## src/design/pcf_pkg.sv

```systemverilog
// ----------------------------------------------------------------------------
// Contact finder package
// Shared constants, codes and types of the pairwise contact finder.
// ----------------------------------------------------------------------------
package pcf_pkg;

  localparam int MAX_ATOMS_DEF = 64;
  localparam int COORD_W       = 24;
  localparam int INDEX_W       = 6;
  localparam int CUT_W         = 16;
  localparam int GAIN_W        = 32;
  localparam int CFG_IDX_W     = 1;

  localparam logic [CFG_IDX_W-1:0] REG_CUTOFF = 1'b0;
  localparam logic [CFG_IDX_W-1:0] REG_GAIN   = 1'b1;

  localparam logic [CUT_W-1:0]  CUTOFF_RST = 16'd2560;
  localparam logic [GAIN_W-1:0] GAIN_RST   = 32'd65536;

  typedef enum logic [3:0] {
    ST_IDLE, ST_NUM, ST_READ, ST_SQX, ST_SQY, ST_SQZ, ST_SUM,
    ST_TEST, ST_CALC, ST_PUSH, ST_NEXT, ST_FLUSH
  } pcf_state_t;

  typedef enum logic [2:0] {
    SP_IDLE, SP_MUL, SP_SQRT, SP_CHK, SP_DIV
  } spring_state_t;

  typedef struct packed {
    logic        start_num;
    logic        start_contact;
  } spring_cmd_t;

  typedef struct packed {
    logic        done;
    logic [15:0] r0;
    logic [31:0] kv;
    logic        sat;
  } spring_res_t;

  typedef struct packed {
    logic [INDEX_W-1:0] first;
    logic [INDEX_W-1:0] second;
    logic [15:0]        rest;
    logic [31:0]        value;
    logic               sat;
  } contact_t;

endpackage

```

## src/design/pcf_spring.sv

```systemverilog
// ----------------------------------------------------------------------------
// Spring unit
// Shift-add multiplier, restoring square root and restoring divider that
// give rest length and gain * (cutoff / r0)^6, one step per cycle.
// ----------------------------------------------------------------------------
module pcf_spring (
  input  logic                clk,
  input  logic                rst,
  input  pcf_pkg::spring_cmd_t cmd,
  input  logic [15:0]         cutoff,
  input  logic [31:0]         gain,
  input  logic [31:0]         r2,
  output pcf_pkg::spring_res_t res
);

  pcf_pkg::spring_state_t state, state_next;

  logic [127:0] mcand, acc, acc_next, num_q;
  logic [15:0]  mval;
  logic [3:0]   bitc;
  logic [2:0]   rnd;
  logic         den_mode;
  logic [95:0]  den, rmd;
  logic [31:0]  rad, nlo, q, q_next;
  logic [17:0]  rem, rem_sh, trial;
  logic [15:0]  root, root_next;
  logic [3:0]   sqc;
  logic [4:0]   divc;
  logic [96:0]  div_sh;
  logic         div_ge, sq_ge;

  assign acc_next  = {acc[126:0], 1'b0} + (mval[bitc] ? mcand : 128'd0);
  assign rem_sh    = {rem[15:0], rad[31:30]};
  assign trial     = {root, 2'b01};
  assign sq_ge     = rem_sh >= trial;
  assign root_next = {root[14:0], sq_ge};
  assign div_sh    = {rmd, nlo[31]};
  assign div_ge    = div_sh >= {1'b0, den};
  assign q_next    = {q[30:0], div_ge};

  always_ff @(posedge clk) begin
    if (rst) begin
      state <= pcf_pkg::SP_IDLE;
    end else begin
      state <= state_next;
    end
  end

  always_comb begin
    state_next = state;
    unique case (state)
      pcf_pkg::SP_IDLE: begin
        if (cmd.start_num) begin
          state_next = pcf_pkg::SP_MUL;
        end else if (cmd.start_contact) begin
          state_next = pcf_pkg::SP_SQRT;
        end
      end
      pcf_pkg::SP_MUL: begin
        if (bitc == 4'd0 && rnd == 3'd5) begin
          state_next = den_mode ? pcf_pkg::SP_CHK : pcf_pkg::SP_IDLE;
        end
      end
      pcf_pkg::SP_SQRT: begin
        if (sqc == 4'd0) begin
          state_next = (root_next == 16'd0) ? pcf_pkg::SP_IDLE : pcf_pkg::SP_MUL;
        end
      end
      pcf_pkg::SP_CHK: begin
        state_next = (num_q[127:32] >= den) ? pcf_pkg::SP_IDLE : pcf_pkg::SP_DIV;
      end
      pcf_pkg::SP_DIV: begin
        if (divc == 5'd0) begin
          state_next = pcf_pkg::SP_IDLE;
        end
      end
      default: state_next = pcf_pkg::SP_IDLE;
    endcase
  end

  always_ff @(posedge clk) begin
    if (rst) begin
      res.done <= 1'b0;
    end else begin
      res.done <= 1'b0;
      unique case (state)
        pcf_pkg::SP_IDLE: begin
          if (cmd.start_num) begin
            mcand    <= {96'd0, gain};
            acc      <= '0;
            mval     <= cutoff;
            bitc     <= 4'd15;
            rnd      <= 3'd0;
            den_mode <= 1'b0;
          end else if (cmd.start_contact) begin
            rad  <= r2;
            rem  <= '0;
            root <= '0;
            sqc  <= 4'd15;
          end
        end
        pcf_pkg::SP_MUL: begin
          if (bitc == 4'd0) begin
            if (rnd == 3'd5) begin
              if (den_mode) begin
                den <= acc_next[95:0];
              end else begin
                num_q    <= acc_next;
                res.done <= 1'b1;
              end
            end else begin
              mcand <= acc_next;
              acc   <= '0;
              bitc  <= 4'd15;
              rnd   <= rnd + 3'd1;
            end
          end else begin
            acc  <= acc_next;
            bitc <= bitc - 4'd1;
          end
        end
        pcf_pkg::SP_SQRT: begin
          rem  <= sq_ge ? rem_sh - trial : rem_sh;
          root <= root_next;
          rad  <= {rad[29:0], 2'b00};
          sqc  <= sqc - 4'd1;
          if (sqc == 4'd0) begin
            res.r0 <= root_next;
            if (root_next == 16'd0) begin
              res.kv   <= '1;
              res.sat  <= 1'b1;
              res.done <= 1'b1;
            end else begin
              mcand    <= 128'd1;
              acc      <= '0;
              mval     <= root_next;
              bitc     <= 4'd15;
              rnd      <= 3'd0;
              den_mode <= 1'b1;
            end
          end
        end
        pcf_pkg::SP_CHK: begin
          if (num_q[127:32] >= den) begin
            res.kv   <= '1;
            res.sat  <= 1'b1;
            res.done <= 1'b1;
          end else begin
            rmd  <= num_q[127:32];
            nlo  <= num_q[31:0];
            q    <= '0;
            divc <= 5'd31;
          end
        end
        pcf_pkg::SP_DIV: begin
          rmd  <= div_ge ? 96'(div_sh - {1'b0, den}) : div_sh[95:0];
          nlo  <= {nlo[30:0], 1'b0};
          q    <= q_next;
          divc <= divc - 5'd1;
          if (divc == 5'd0) begin
            res.kv   <= q_next;
            res.sat  <= 1'b0;
            res.done <= 1'b1;
          end
        end
        default: ;
      endcase
    end
  end

endmodule

```

## config.mk

```make
export PLATFORM = sky130hd
export DESIGN_NAME = pcf_spring
export DESIGN_NICKNAME = d
export VERILOG_FILES = /design/src/design/pcf_pkg.sv /design/src/design/pcf_spring.sv
export SDC_FILE = /design/constraint.sdc
export NUM_CORES = 2
export LEC_CHECK = 0
export BUFFER_PORTS_ARGS = -buffer_cell sky130_fd_sc_hd__buf_2
export CORE_AREA = 2 2 299 301
export CTS_BUF_LIST = sky130_fd_sc_hd__clkbuf_4
export DETAILED_ROUTE_END_ITERATION = 16
export DIE_AREA = 0 0 301 303
export PLACE_DENSITY = 0.71
export SLEW_MARGIN = 30
export SYNTH_ARGS = -nofsm -noshare
export SYNTH_HDL_FRONTEND = slang
export SYNTH_SLANG_ARGS = --single-unit
```

## constraint.sdc

```tcl
create_clock -name clk -period 15.9 [get_ports clk]
set_input_delay 2.385 -clock clk [delete_from_list [all_inputs] [get_ports clk]]
set_output_delay 2.385 -clock clk [all_outputs]
set_load 0.005 [all_outputs]
```

==> metrics.txt <==
run status=complete, no violations; initial antenna violation count=3; chip height=303 um; Comb power frac=0.423; hold path endpoint=res[44]$_DFFE_PP_; DRT Wirelength=130.5 mm; setup slack at placement=9.377 ns; Synth top area share=0.4907; sequential-to-total area share from yosys stat=0.4924; Mapped Cells=4760; Layout Nets=5322; Synth top cells by count=edfxtp_1, nand2_1, nor2_1; worst r2r src=bitc[0]$_SDFFCE_PN1P_; Cell Area, Synth=47970 um^2; Final Hold Vio Count=0; Synth Flop Type=edfxtp_1; IO Count=134; Synth cell types=95; postcts setup bufs=0; Worst path max stage delay=0.86 ns; CTS tree=built; H-Tree Depth=4; row count=109; 1st-iter DRT viols=3451; first-pass GRT wire length=200.7 mm; Post-synth ARST share=0; fillers=7565; EDFF count, synth=784; sw frac=0.4126; Yosys Warn Count=0; worst-skew pair later-pin latency=1.08 ns; Synth Register Bits=788; RSZ-0062 raised after global routing=no; drt wl/cell=21.02 um; largest net degree at the start of global routing=129; post-route minimum period=6.554 ns; vias in the first global route=34930; Net Switching=3354 uW; Tot GR Track Use=0.2851; Detailed Place HPWL=97.09 mm; Worst Path Arrival=7.29 ns; Reg clk slew, reported paths=0.06 ns; Worst Hold Class=reg -> reg; reg2reg path depth=15; Syn Nets=5187; critical path type=reg -> reg; CP max-delay cell=mux4_4; Remaining DRCs=0; final setup fails=0; relative slew slack=0.3643; count leader, synth=edfxtp_1; worst-path fanout max=86; top cells by area, synth=edfxtp_1, ha_1, nand2_1; core box area=87970 um^2; post_cts resized=0; vias per inst=5.973; layout cells sized above 1=0.1099; synthesis-to-layout area growth=8.359%; area leader, netlist=edfxtp_1; R2R setup slack=9.35 ns; required time of the critical path=16.63 ns; Period Utilization, post-route=0.4122; post-route ant nets=0; worst hold start=root[10]$_SDFFCE_PN0P_; Max clock buf depth=3; hold depth=0; die width=301 um; Int Pwr=4776 uW; TritonCTS buffer count=195; peak supply drop=0.1136 mV; DRT Pass-1 Iters=5; critical path endpoint category=flip-flop; CTS Hold Buffers Added=0; Seq pwr share=0.371; number of I/O port buffers=133; clock sink count=788; Slew @ Worst Pin=0.9535 ns; fmax=152.6 MHz; LEAKAGE=0.02172 uW; Avg Inst Size Synth=10.08 um^2; max_cap viols=0; pwr/cell area=156.4 nW/um^2; max-slew violation count=0; clock power share=0.206; crit-path cells=mux4_2, mux4_4, buf_4, and2_1, ha_1, and4_1, nand4_1, or3_1, o41ai_2, a21o_1, o211ai_1, o21ai_1, a21oi_1, xor2_1, nor2_1; DIE AREA=91200 um^2; vias=37070; setup ws final=9.346 ns; global route overflow=0; effective utilization at floorplan=0.5454; Layout Skew=0.07421 ns; Root Driver=clkbuf_4; CP startpoint kind=flip-flop; R2R Path End=acc[92]$_SDFFCE_PN0P_; RePlAce Congestion=0.9712; setup_tns=0 ns
==> metrics by stage <==
stage | total power (uW) | hold slack, ns | std cells | utilization | area (um^2)
6_report | 8130 | 0.4720 | 6206 | 0.5910 | 51980
5_1_grt | 8596 | 0.4853 | 6206 | 0.5910 | 51980
4_1_cts | 8115 | 0.4663 | 6205 | 0.5909 | 51980
3_5_place_dp | 6425 | 0.4719 | 5863 | 0.5633 | 49550
3_3_place_gp | 6380 | 0.4715 | 5863 | 0.5633 | 49550
2_1_floorplan | 5363 | 0.4504 | 4760 | - | 47970
==> layout by cell type, fill, tap and decap left out, types with 126 or more instances in the layout <==
master	count
xnor2_1	126
a21o_1	171
ha_1	341
and2_1	165
inv_1	288
clkbuf_4	269
nor2_1	439
buf_2	133
o21ai_0	280
a21oi_1	346
nand2_1	559
edfxtp_1	784
==> cell type report <==
type | count | area (um^2) | share of cell area
sequential | 788 | 23620 | 0.4544
multi-input combinational | 3457 | 22470 | 0.4323
clock buffer | 269 | 2019 | 0.03885
tap | 1165 | 1458 | 0.02804
inverter | 289 | 1085 | 0.02087
timing repair buffer | 164 | 914.6 | 0.01759
clock inverter | 73 | 409.1 | 0.007871
antenna | 1 | 2.502 | 0.00004814
==> worst max-delay path: cells and delay by family, from the launching register on <==
kind,cells,cell delay [ns]
buffers and inverters,1,0.46
AO/OA/AOI/OAI,5,1.91
multiplexers,2,1.40
flip-flops,1,0.53
AND/OR/NAND/NOR,5,1.18
XOR/XNOR,1,0.30
adder cells (fa/ha/maj),1,0.41
==> per-layer routing <==
layer	vias up	wire (um)	part of all wire	global-route usage
met5	-	0	0	0
met3	212	10960	0.084	0.05313
met2	1535	55090	0.42	0.4116
met4	0	3896	0.030	0.09998
met1	17720	60510	0.46	0.4291
li1	17600	-	-	-
==> state kept, by name, summed over array words and instances (netlist names) <==
| signal | flops |
|---|---|
| sqc | 4 |
| den_mode | 1 |
| num_q | 128 |
| state | 3 |
| rnd | 3 |
| mcand | 128 |
| root | 16 |
| rmd | 96 |
| res | 50 |
| divc | 5 |
| den | 96 |
| acc | 127 |
| rem | 16 |
| rad | 32 |
| bitc | 4 |
| nlo | 32 |
| mval | 16 |
| q | 31 |
==> power by group through the flow <==
| stage | logic (uW) | registers (uW) | clock network [uW] |
|---|---|---|---|
| finish | 3440 | 3010 | 1680 |
| global route | 3750 | 3030 | 1810 |
| CTS | 3380 | 3010 | 1720 |
| detailed placement | 3370 | 3050 | 0 |
| global placement | 3330 | 3050 | 0 |
| floorplan | 2300 | 3060 | 0 |
==> logic make-up after synthesis <==
family	Yosys count	share of synthesized area
flops	788	0.4924
simple gates	1621	0.1579
mux	94	0.02094
fa+ha+maj	343	0.08977
compound gates	1176	0.1567
xor+xnor	223	0.04071
buf+inv	515	0.04147
==> how the worst max path moves through the flow <==
stage                                from                    end  slack [ns]  depth (start not counted)
global route        bitc[0]$_SDFFCE_PN1P_  acc[98]$_SDFFCE_PN0P_        8.94                         17
floorplan                             rst     num_q[0]$_DFFE_PP_        3.80                          2
detailed placement  bitc[0]$_SDFFCE_PN1P_  acc[92]$_SDFFCE_PN0P_        9.38                         15
finish              bitc[0]$_SDFFCE_PN1P_  acc[92]$_SDFFCE_PN0P_        9.35                         15
global placement    bitc[0]$_SDFFCE_PN1P_    num_q[80]$_DFFE_PP_        9.45                         14
CTS                 bitc[0]$_SDFFCE_PN1P_  acc[92]$_SDFFCE_PN0P_        9.31                         15
(Power assumes the default switching activity.)
